### config.mk
export PLATFORM = sky130hd
export DESIGN_NAME = sensor_event_reporter_unit
export DESIGN_NICKNAME = d
export VERILOG_FILES = /design/src/rtl/core/sevr_pkg.sv /design/src/rtl/core/sevr_cfg_regs.sv /design/src/rtl/core/sevr_core.sv /design/src/rtl/core/sensor_event_reporter_unit.sv
export SDC_FILE = /design/constraint.sdc
export NUM_CORES = 1
export LEC_CHECK = 0
export BUFFER_PORTS_ARGS = -buffer_cell sky130_fd_sc_hd__buf_2
export CAP_MARGIN = 20
export CELL_PAD_IN_SITES_DETAIL_PLACEMENT = 0
export CELL_PAD_IN_SITES_GLOBAL_PLACEMENT = 1
export CORE_MARGIN = 1.5
export CORE_UTILIZATION = 45
export CTS_BUF_LIST = sky130_fd_sc_hd__clkbuf_4
export CTS_CLUSTER_SIZE = 25
export DETAILED_ROUTE_END_ITERATION = 8
export GPL_TIMING_DRIVEN = 0
export PLACE_DENSITY = 0.88
export RECOVER_POWER = 50
export SLEW_MARGIN = 20
export SYNTH_ARGS = -nofsm -noshare
export SYNTH_HDL_FRONTEND = slang
export SYNTH_SLANG_ARGS = --single-unit
### constraint.sdc
create_clock -name clk -period 8 [get_ports clk]
set_input_delay 0.4 -clock clk [delete_from_list [all_inputs] [get_ports clk]]
set_output_delay 0.4 -clock clk [all_outputs]
set_load 0.1 [all_outputs]
### src/rtl/core/sevr_pkg.sv
// sevr_pkg: types, constants and register indexes of the sensor event reporter.
// Used by every module under rtl/core; depends on nothing.
`default_nettype none
package sevr_pkg;

	localparam int unsigned IN_TDATA_W  = 40;
	localparam int unsigned OUT_TDATA_W = 72;
	localparam int unsigned CFG_IDX_W   = 3;
	localparam int unsigned CFG_DATA_W  = 32;

	localparam logic [15:0] AGE_MAX           = 16'hFFFF;
	localparam logic [7:0]  FAULT_MOTION_MARK = 8'd254;

	localparam logic [15:0] RST_LUX_THR     = 16'd25;
	localparam logic [14:0] RST_TEMP_THR    = 15'd10;
	localparam logic [15:0] RST_HB_PERIOD   = 16'd30;
	localparam logic [15:0] RST_FAULT_TICKS = 16'd0;
	localparam logic [31:0] RST_ZONE        = 32'd1;
	localparam logic [15:0] RST_LAST_LUX    = 16'd200;
	localparam logic [15:0] RST_LAST_TEMP   = 16'd235;

	typedef enum logic [CFG_IDX_W-1:0] {
		REG_LUX_THR     = 3'd0,
		REG_TEMP_THR    = 3'd1,
		REG_HB_PERIOD   = 3'd2,
		REG_FAULT_TICKS = 3'd3,
		REG_ZONE        = 3'd4
	} cfg_idx_t;

	typedef enum logic {
		KIND_EVENT = 1'b0,
		KIND_FAULT = 1'b1
	} report_kind_t;

	typedef struct packed {
		logic [15:0] lux_thr;
		logic [14:0] temp_thr;
		logic [15:0] hb_period;
		logic [15:0] fault_ticks;
		logic [31:0] zone;
	} cfg_t;

	typedef struct packed {
		logic        fault;
		logic [15:0] temp;
		logic        motion;
		logic [15:0] lux;
	} sample_t;

	typedef struct packed {
		logic         emit;
		report_kind_t kind;
		logic [15:0]  temp;
		logic [7:0]   motion;
		logic [15:0]  lux;
		logic [31:0]  zone;
	} report_t;

endpackage
`default_nettype wire

### src/rtl/core/sevr_cfg_regs.sv
// sevr_cfg_regs: configuration register file of the sensor event reporter.
// Depends on sevr_pkg.
`default_nettype none
module sevr_cfg_regs (
	input  wire                              clk,
	input  wire                              arst_n,
	input  wire                              cfg_valid,
	output logic                             cfg_ready,
	input  wire  [sevr_pkg::CFG_IDX_W-1:0]   cfg_index,
	input  wire  [sevr_pkg::CFG_DATA_W-1:0]  cfg_data,
	output sevr_pkg::cfg_t                   cfg
);
	import sevr_pkg::*;

	cfg_t cfg_q;

	assign cfg_ready = 1'b1;
	assign cfg       = cfg_q;

	always_ff @(posedge clk or negedge arst_n) begin
		if (!arst_n) begin
			cfg_q.lux_thr     <= RST_LUX_THR;
			cfg_q.temp_thr    <= RST_TEMP_THR;
			cfg_q.hb_period   <= RST_HB_PERIOD;
			cfg_q.fault_ticks <= RST_FAULT_TICKS;
			cfg_q.zone        <= RST_ZONE;
		end else if (cfg_valid) begin
			case (cfg_idx_t'(cfg_index))
				REG_LUX_THR:     cfg_q.lux_thr     <= cfg_data[15:0];
				REG_TEMP_THR:    cfg_q.temp_thr    <= cfg_data[14:0];
				REG_HB_PERIOD:   cfg_q.hb_period   <= cfg_data[15:0];
				REG_FAULT_TICKS: cfg_q.fault_ticks <= cfg_data[15:0];
				REG_ZONE:        cfg_q.zone        <= cfg_data[31:0];
				default: ; // unknown index, write dropped
			endcase
		end
	end

endmodule
`default_nettype wire

### src/rtl/core/sevr_core.sv
// sevr_core: per-tick decision logic and tick state (previous samples,
// fault mode, heartbeat and fault ages). Depends on sevr_pkg.
`default_nettype none
module sevr_core (
	input  wire                 clk,
	input  wire                 arst_n,
	input  wire                 step,
	input  sevr_pkg::sample_t   smp,
	input  sevr_pkg::cfg_t      cfg,
	output sevr_pkg::report_t   rpt
);
	import sevr_pkg::*;

	logic [15:0] last_lux_q;
	logic        last_motion_q;
	logic [15:0] last_temp_q;
	logic        in_fault_q;
	logic [15:0] hb_age_q;
	logic        hb_pending_q;
	logic [15:0] fault_age_q;

	logic [15:0] fa_inc;
	logic        leave_fault;
	logic        active;
	logic [15:0] lux_diff;
	logic [16:0] temp_delta;
	logic [16:0] temp_abs;
	logic        motion_chg;
	logic        lux_chg;
	logic        temp_chg;
	logic        hb_due;
	logic        event_hit;
	logic [15:0] hb_base;

	logic        in_fault_d;
	logic [15:0] fault_age_d;
	logic        hb_pending_d;
	logic [15:0] hb_age_d;

	always_comb begin
		fa_inc      = (fault_age_q == AGE_MAX) ? fault_age_q : fault_age_q + 16'd1;
		leave_fault = in_fault_q && (cfg.fault_ticks != 16'd0) && (fa_inc >= cfg.fault_ticks);
		active      = !in_fault_q || leave_fault;

		lux_diff   = (smp.lux >= last_lux_q) ? smp.lux - last_lux_q : last_lux_q - smp.lux;
		temp_delta = {smp.temp[15], smp.temp} - {last_temp_q[15], last_temp_q};
		temp_abs   = temp_delta[16] ? 17'd0 - temp_delta : temp_delta;

		motion_chg = smp.motion != last_motion_q;
		lux_chg    = lux_diff >= cfg.lux_thr;
		temp_chg   = temp_abs[15:0] >= {1'b0, cfg.temp_thr};
		hb_due     = (cfg.hb_period != 16'd0) && (hb_pending_q || hb_age_q >= cfg.hb_period);
		event_hit  = motion_chg || lux_chg || temp_chg || hb_due;

		// defaults: stay in mode unless leave_fault; fault age follows mode
		in_fault_d   = in_fault_q && !leave_fault;
		fault_age_d  = in_fault_q ? fa_inc : fault_age_q;
		hb_pending_d = hb_pending_q;
		hb_base      = hb_age_q;

		rpt.emit   = 1'b0;
		rpt.kind   = KIND_EVENT;
		rpt.zone   = cfg.zone;
		rpt.lux    = smp.lux;
		rpt.motion = {7'd0, smp.motion};
		rpt.temp   = smp.temp;

		if (active) begin
			if (smp.fault) begin
				in_fault_d  = 1'b1;
				fault_age_d = 16'd0;
				rpt.emit    = 1'b1;
				rpt.kind    = KIND_FAULT;
				rpt.lux     = 16'd0;
				rpt.motion  = FAULT_MOTION_MARK;
				rpt.temp    = 16'd0;
			end else if (event_hit) begin
				rpt.emit = 1'b1;
				if (hb_due) begin
					hb_base      = 16'd0;
					hb_pending_d = 1'b0;
				end
			end
		end

		// heartbeat age advances on every tick, saturating
		hb_age_d = (hb_base == AGE_MAX) ? hb_base : hb_base + 16'd1;
	end

	always_ff @(posedge clk or negedge arst_n) begin
		if (!arst_n) begin
			last_lux_q    <= RST_LAST_LUX;
			last_motion_q <= 1'b0;
			last_temp_q   <= RST_LAST_TEMP;
			in_fault_q    <= 1'b0;
			hb_age_q      <= 16'd0;
			hb_pending_q  <= 1'b1;
			fault_age_q   <= 16'd0;
		end else if (step) begin
			last_lux_q    <= smp.lux;
			last_motion_q <= smp.motion;
			last_temp_q   <= smp.temp;
			in_fault_q    <= in_fault_d;
			hb_age_q      <= hb_age_d;
			hb_pending_q  <= hb_pending_d;
			fault_age_q   <= fault_age_d;
		end
	end

endmodule
`default_nettype wire

### src/rtl/core/sensor_event_reporter_unit.sv
// Sensor event reporter top level: input register, decision logic, result register.
// m_tvalid rises once a tick has passed the input register into the result register.
// Throughput: one tick per cycle; the input stage moves whenever the result register
// is empty or being taken, so the only limit is backpressure on the master side.
// Reset (arst_n low, asynchronous): registers back to defaults, mode ACTIVE, first
// heartbeat due, previous samples lux 200 / motion 0 / temperature 23.5 C, stages empty.
`default_nettype none
module sensor_event_reporter_unit (
	input  wire                                 clk,
	input  wire                                 arst_n,
	// tick input
	input  wire                                 s_tvalid,
	output logic                                s_tready,
	// [15:0] lux_sample, [16] motion_sample, [32:17] temp_sample,
	// [33] fault flag, [39:34] zero
	input  wire  [sevr_pkg::IN_TDATA_W-1:0]     s_tdata,
	// report output
	output logic                                m_tvalid,
	input  wire                                 m_tready,
	// [31:0] zone_out, [47:32] lux_out, [55:48] motion_out, [71:56] temp_out
	output logic [sevr_pkg::OUT_TDATA_W-1:0]    m_tdata,
	// [0] report_kind
	output logic                                m_tuser,
	// configuration writes
	input  wire                                 cfg_valid,
	output logic                                cfg_ready,
	input  wire  [sevr_pkg::CFG_IDX_W-1:0]      cfg_index,
	input  wire  [sevr_pkg::CFG_DATA_W-1:0]     cfg_data
);
	import sevr_pkg::*;

	cfg_t    cfg;
	sample_t smp_s1;
	logic    valid_s1;
	report_t rpt;
	report_t out_q;
	logic    out_valid_q;
	logic    advance;
	logic    load_out;

	sevr_cfg_regs u_cfg (
		.clk       (clk),
		.arst_n    (arst_n),
		.cfg_valid (cfg_valid),
		.cfg_ready (cfg_ready),
		.cfg_index (cfg_index),
		.cfg_data  (cfg_data),
		.cfg       (cfg)
	);

	// The input stage retires its tick (and commits the tick state) only when the
	// result register can take a report this cycle: empty, or drained by m_tready.
	// Ticks that produce no report retire under the same rule.
	assign advance  = valid_s1 && (!out_valid_q || m_tready);
	assign s_tready = !valid_s1 || advance;
	assign load_out = advance && rpt.emit;

	// Input register: payload needs no reset, only its valid flag.
	always_ff @(posedge clk or negedge arst_n) begin
		if (!arst_n) begin
			valid_s1 <= 1'b0;
		end else if (s_tready) begin
			valid_s1 <= s_tvalid;
		end
	end

	always_ff @(posedge clk) begin
		if (s_tvalid && s_tready) begin
			smp_s1.lux    <= s_tdata[15:0];
			smp_s1.motion <= s_tdata[16];
			smp_s1.temp   <= s_tdata[32:17];
			smp_s1.fault  <= s_tdata[33];
		end
	end

	// Decision logic and tick state; state commits with each retired tick.
	sevr_core u_core (
		.clk    (clk),
		.arst_n (arst_n),
		.step   (advance),
		.smp    (smp_s1),
		.cfg    (cfg),
		.rpt    (rpt)
	);

	// Result register: holds a report until the master-side transaction completes.
	always_ff @(posedge clk or negedge arst_n) begin
		if (!arst_n) begin
			out_valid_q <= 1'b0;
		end else if (load_out) begin
			out_valid_q <= 1'b1;
		end else if (m_tready) begin
			out_valid_q <= 1'b0;
		end
	end

	always_ff @(posedge clk) begin
		if (load_out) begin
			out_q <= rpt;
		end
	end

	assign m_tvalid = out_valid_q;
	assign m_tuser  = out_q.kind;
	assign m_tdata  = {out_q.temp, out_q.motion, out_q.lux, out_q.zone};

`ifndef SYNTH
	// a fault report carries the fault marker and zeroed samples
	a_fault_payload: assert property (@(posedge clk) disable iff (!arst_n)
		(m_tvalid && m_tuser == KIND_FAULT) |->
		(m_tdata[55:48] == FAULT_MOTION_MARK && m_tdata[47:32] == 16'd0 &&
		 m_tdata[71:56] == 16'd0))
		else $error("fault report payload malformed");

	// an event report carries a motion value of 0 or 1
	a_event_motion: assert property (@(posedge clk) disable iff (!arst_n)
		(m_tvalid && m_tuser == KIND_EVENT) |-> (m_tdata[55:49] == 7'd0))
		else $error("event report motion out of range");

	// a held tick in the input stage blocks new input
	a_hold_blocks: assert property (@(posedge clk) disable iff (!arst_n)
		(valid_s1 && out_valid_q && !m_tready) |-> !s_tready)
		else $error("input accepted while input stage is stalled");

	// a stalled report is not overwritten by a new one
	a_no_overwrite: assert property (@(posedge clk) disable iff (!arst_n)
		(out_valid_q && !m_tready) |-> !load_out)
		else $error("result register overwritten while stalled");
`endif

endmodule
`default_nettype wire
== Word-level counts from Yosys, hierarchy flattened ==
Cells that the tools add are included.
Operators by class
  add/subtract/negate cells: 6
  $lt $le $gt $ge: 5
  equality and inequality tests: 7
  multiplexer cells: 19
  bitwise operators: 1
  reductions and logical operators: 28
Operators by type and width (count)
  two-way mux 16 bit: 11
  >= comparator 16 bit: 4
  two-way mux 42 bit: 1
  two-way mux 41 bit: 1
  adder 16 x 1 -> 16 bit (second input constant): 2
  equality test 16 bit (second input constant): 2
  nonzero test 16 bit: 2
  subtractor 16 bit: 2
  subtractor 16 x 16 -> 17 bit: 1
  >= comparator 16 x 15 -> 1 bit: 1
  subtractor 1 x 16 -> 16 bit (first input constant): 1
  AND reduction 2 bit: 5
  logical AND 1 bit: 7
  logical OR 1 bit: 7
  equality test 3 x 2 -> 1 bit (second input constant): 2
  two-way mux 1 bit: 6
  AND reduction 5 bit: 1
  logical NOT 1 bit: 4
  equality test 3 x 1 -> 1 bit (second input constant): 1
  equality test 3 bit (second input constant): 1
  logical NOT 3 bit: 1
  nonzero test 2 bit: 1
  != test 1 bit: 1
  NOT 1 bit: 1
Word-level totals
  bits in registers: 271
  input bits: 80
  output and inout port bits: 76
  word-level logic and storage cells: 90

== Logic depth before layout (Yosys ltp) ==
  depth in word-level cells: 11
  mapped depth: 26
  gate-level depth less buffers: 23

== Cells and area by module ==
Synthesis repeated with hierarchy kept, for this count alone.
Second synthesis, totals
  cell total of the unflattened synthesis: 1358
  area total of the unflattened synthesis: 15107.0 µm²
By module, submodules not included
  sevr_core: times used 1, cells an instance 1034, area each 8140.3 µm², sequential area each 1689.1 µm²
  sevr_cfg_regs: times used 1, cells an instance 207, area each 3644.7 µm², sequential area each 2389.8 µm²
  sensor_event_reporter_unit: times used 1, cells an instance 117, area each 3321.9 µm², sequential area each 3263.1 µm²

== Least setup slack after synthesis ==
OpenSTA, ideal clock, no wires.
  path type: register -> register
  start: reg u_core.last_temp_q[1]
  end: reg out_q, in the netlist m_tdata[0], enable pin
  library setup time: 0.871 ns
  arrival: 5.490 ns
  data required time: 7.129 ns
  slack: 1.639 ns
  cell stages (with the launch flop): 19
  path buffers: 0
  clock period less this slack: 6.361 ns
  cell sequence: dfstp_2 -> inv_1 -> ha_1 -> nor2b_1 -> o31a_1 -> o21a_1 -> o211a_1 -> or4_1 -> or4b_1 -> nand2_1 -> xnor2_1 -> ha_1 -> and4_1 -> nand3_1 -> o2111ai_1 -> a21oi_1 -> o22ai_1 -> o31ai_1 -> nand3_1
Between the ends
  longest elaborated chain between the ends: 10
RTL lines
  start: declaration: line sevr_core.sv:16  | logic [15:0] last_temp_q;
  start signal: assignment: line sevr_core.sv:102  | last_temp_q <= smp.temp;
  subtractor 16 x 16 -> 17 bit (*): line sevr_core.sv:46  | temp_delta = {smp.temp[15], smp.temp} - {last_temp_q[15], last_temp_q};
  subtractor 1 x 16 -> 16 bit: line sevr_core.sv:47  | temp_abs = temp_delta[16] ? 17'd0 - temp_delta : temp_delta;
  two-way mux 16 bit (*): line sevr_core.sv:47
  >= comparator 16 x 15 -> 1 bit (*): line sevr_core.sv:51  | temp_chg = temp_abs[15:0] >= {1'b0, cfg.temp_thr};
  logical OR 1 bit (*) (2 in series): line sevr_core.sv:53  | event_hit = motion_chg || lux_chg || temp_chg || hb_due;
  two-way mux 1 bit (*): line sevr_core.sv:77  | end else if (event_hit) begin
  two-way mux 1 bit (*): line sevr_core.sv:69  | if (smp.fault) begin
  two-way mux 42 bit (*): line sevr_core.sv:68  | if (active) begin
  logical AND 1 bit (*): line sensor_event_reporter_unit.sv:56  | assign load_out = advance && rpt.emit;
  net load_out: line sensor_event_reporter_unit.sv:39  | logic load_out;
  end signal: assignment: line sensor_event_reporter_unit.sv:99  | out_q <= rpt;
  end: declaration: line sensor_event_reporter_unit.sv:36  | report_t out_q;
The timed path passes the listed nets; every way through them passes the cells marked *.
A chain may end at the register's enable or synchronous reset.

== Final worst setup path ==
  start: reg u_core.fault_age_q[4]
  end: reg u_core.hb_age_q[9]
Between the ends
  longest elaborated chain between the ends: 8
  elaborated cells between the ends (all ways): 10
  those cells by class: add/sub: 2; order compare: 1; eq/ne: 2; mux: 3; reduce/logical: 2
RTL lines
  start: declaration: line sevr_core.sv:20  | logic [15:0] fault_age_q;
  start signal: assignment: line sevr_core.sv:106  | fault_age_q <= fault_age_d;
  adder 16 x 1 -> 16 bit or equality test 16 bit (tied branches): line sevr_core.sv:41  | fa_inc = (fault_age_q == AGE_MAX) ? fault_age_q : fault_age_q + 16'd1;
  two-way mux 16 bit (*): line sevr_core.sv:41
  >= comparator 16 bit (*): line sevr_core.sv:42  | leave_fault = in_fault_q && (cfg.fault_ticks != 16'd0) && (fa_inc >= cfg.fault_ticks);
  logical AND 1 bit (*): line sevr_core.sv:42
  logical OR 1 bit (*): line sevr_core.sv:43  | active = !in_fault_q || leave_fault;
  two-way mux 16 bit (*): line sevr_core.sv:68
  adder 16 x 1 -> 16 bit or equality test 16 bit (tied branches): line sevr_core.sv:87  | hb_age_d = (hb_base == AGE_MAX) ? hb_base : hb_base + 16'd1;
  two-way mux 16 bit (*): line sevr_core.sv:87
  end signal: assignment: line sevr_core.sv:104  | hb_age_q <= hb_age_d;
  end: declaration: line sevr_core.sv:18  | logic [15:0] hb_age_q;
Mark *: on every way between the ends. The rest lies on a longest branch, timed or not.

==> reports/metrics.yaml <==
yosysUniqueCellTypes: 72
port_buffers: 148
whs_endpoint: "u_cfg.cfg[56]"
rrSetupSlack_ns: 1.05
r2r_start: "u_core.fault_age_q[4]"
synth_seq_cells: 264
top_usage_layer: "met2"
cp.arrival_ns: 7.53
root_buffer: "clkbuf_4"
multi_input_area_mm2: 0.006616
rr_worst_depth: 26
post-place-ws_ns: 1.223
status: "finished with violations"
sw_frac_of_total: 0.3250
die_y_um: 182.3
worst-path-max-fanout: 10
powerDensity_mw_per_mm2: 232.6
met1_usage: 0.3026
grt_pass1_wl_um: 59900
hold_depth: 3
ios: 156
fin_skew_ns: 0.09803
end_kind: "flip-flop"
first_pass_iters: 5
final_cell_mix: "144 x buf_2, 144 x dfrtp_1, 130 x inv_1, 128 x nand2_1, 118 x o21ai_0"
cts_tree: "done"
rsz0062_at_grt: "no"
cts.clk_slew.worst_paths_ns: 0.08
post_cts.repair.setup_buffers: 0
cts_hold_buffers: 58
synth_edf_count: 100
period_needed_ns: 6.948
yosysSeqAreaShare: 0.4929
cap_violations: 3
setup_viol: 0
syn_inst: 1387
critPathRequiredTime_ns: 8.58
pwr-share-comb: 0.264
finish.instance_area_mm2: 0.01732
synth.avg_cell_area_um2: 10.43
synth_area_mm2: 0.01447
cts_buffer_depth: 3
grt_pass1_vias: 11590
fin_ws_ns: 1.052
dp_hpwl_um: 26720
die_x_um: 182.3
grt.overflow.total: 0
fmax_ghz: 0.1439
power.total_mw: 4.029
power.leakage_nw: 7.852
switchingPower_mw: 1.309
start_kind: "flip-flop"
drt_iter0_drc: 658
wl_per_cell_um: 17.47
synth_nets: 1583
htreeDepth: 3
async_flop_share: 0.6212
grtUsageMet3: 0.04710
drive_gt1_frac: 0.2081
netlist.area_leader.share: 0.2490
p_int_mw: 2.720
numCtsBuffers: 74
viasPerCell: 5.396
vias: 11510
fillers: 2790
antenna_found_initial: 1
hold_viol: 0
rr_endpoint: "u_core.hb_age_q[9]"
drc_errors: 0
synthTopCellsByArea: "dfrtp_1 25%, edfxtp_1 21%, ha_1 9.8%, mux2_2 4.2%, o21ai_0 4.1%"
final_nets: 1868
crit_type: "reg -> reg"
finalCritPeriodShare: 0.8685
grt_usage: 0.2285
ys.flop_type: "dfrtp_1"
clockPowerShare: 0.317
vdd_drop_max_mv: 0.1447
coreArea_mm2: 0.03164
yosysWarningCount: 0
area_delta_synth_final_pct: 19.72
die-area_mm2: 0.03324
wl_um: 37260
hp-class: "in -> reg"
met2_usage: 0.3750
ctsResizeCount: 0
clock-sinks: 264
slew_headroom: -1.648
synth_area_leader_cell: "dfrtp_1"
violations: "max-capacitance violations, max-slew violations"
rows: 65
power_frac_seq: 0.419
grt_start_max_net_pins: 95
register_area_mm2: 0.007132
antenna_left: 0
worst_slew_pin_slew_ns: 3.972
clock_latency_ns: 0.74
placed_area_mm2: 0.01582
hp-start: "cfg_data[8]"
initial_core_util: 0.4573
routabilityCongestion: 0.9037
drv_slew: 196
[worst max-delay path, stage by stage (launching register included)]
cell,delay [ns]
dfrtp_1,0.33
clkbuf_1,0.26
nand4_1,0.26
nor3_1,0.52
and4_1,0.36
nand3_1,0.17
and3_1,0.23
and3_1,0.22
xor2_1,0.16
ha_1,0.30
o21a_1,0.12
o21ai_0,0.07
a211o_1,0.29
nand2b_1,0.17
o21a_1,0.23
or4_1,0.51
clkbuf_1,0.21
clkbuf_1,0.25
and2_1,0.22
ha_1,0.22
nand3_1,0.21
o31ai_1,0.17
nor3_1,0.55
and2_1,0.28
nand3_1,0.11
a21o_1,0.19
a22o_1,0.22
[state kept, by name, indices dropped and copies added (netlist names)]
| name | count |
|---|---|
| u_core.hb_age_q | 16 |
| m_tvalid | 1 |
| u_core.last_lux_q | 16 |
| u_cfg.cfg | 95 |
| u_core.fault_age_q | 16 |
| smp_s1 | 34 |
| u_core.last_motion_q | 1 |
| u_core.last_temp_q | 16 |
| m_tdata | 66 |
| valid_s1 | 1 |
| u_core.hb_pending_q | 1 |
| u_core.in_fault_q | 1 |
[power by group through the flow]
stage / logic, mW / clock network (mW) / registers, mW
CTS: 1.07 / 1.32 / 1.69
global route: 1.20 / 1.40 / 1.71
floorplan: 0.758 / 0 / 1.69
global placement: 1.00 / 0 / 1.70
detailed placement: 1.04 / 0 / 1.71
finish: 1.06 / 1.28 / 1.69
[Yosys cell counts (23+ instances only)]
master / instances
a21o_1: 51
a21oi_1: 54
clkbuf_1: 51
dfrtp_1: 144
edfxtp_1: 100
ha_1: 113
inv_1: 130
mux2_2: 54
nand2_1: 128
nand3_1: 23
nor2_1: 73
o21ai_0: 118
xnor2_1: 24
xor2_1: 25
[cell type report]
class	count	share of cell area
inverter	130	0.02817
sequential	264	0.4117
buffer	59	0.01452
antenna	1	0.0001445
timing repair buffer	209	0.07808
tap	402	0.02904
clock buffer	110	0.04767
clock inverter	24	0.008668
multi-input combinational	934	0.3820
[cells by family after synthesis]
kind of cell	share of synthesized area
AO/OA/AOI/OAI	0.1554
AND/OR/NAND/NOR	0.1219
XOR/XNOR	0.02966
flip-flops	0.4929
multiplexers	0.04687
buffers and inverters	0.05111
adder cells (fa/ha/maj)	0.1019
other	0.0002592
[stage by stage]
stage	cells	TNS, ns	hold WS (ns)	utilization
finish	2133	0	0.05393	0.5475
global route	2133	0	0.02023	0.5475
CTS	2132	0	0.01098	0.5492
detailed placement	1940	0	0.4093	0.5000
global placement	1937	-50.08	0.4266	0.4967
floorplan	1387	0	0.1044	-
[metal layers]
layer  up-vias  wire (µm)
met5         -          0
met1      5550      16890
met4         0        914
met2       326      17290
met3        77       2165
li1       5556          -
[how the worst max path moves through the flow]
stage / to / cells past startpoint / slack [ns] / start
2_1_floorplan: m_tdata[0] / 18 / 1.64 / u_core.last_temp_q[1]
3_3_place_gp: m_tdata[26] / 19 / -0.78 / smp_s1[8]
3_5_place_dp: u_core.hb_age_q[7] / 26 / 1.22 / u_core.fault_age_q[4]
4_1_cts: u_core.hb_age_q[9] / 26 / 1.19 / u_core.fault_age_q[4]
5_1_grt: u_core.hb_age_q[9] / 26 / 0.54 / u_core.fault_age_q[4]
6_report: u_core.hb_age_q[9] / 26 / 1.05 / u_core.fault_age_q[4]
Note: power is estimated with default switching activity, not from simulation.
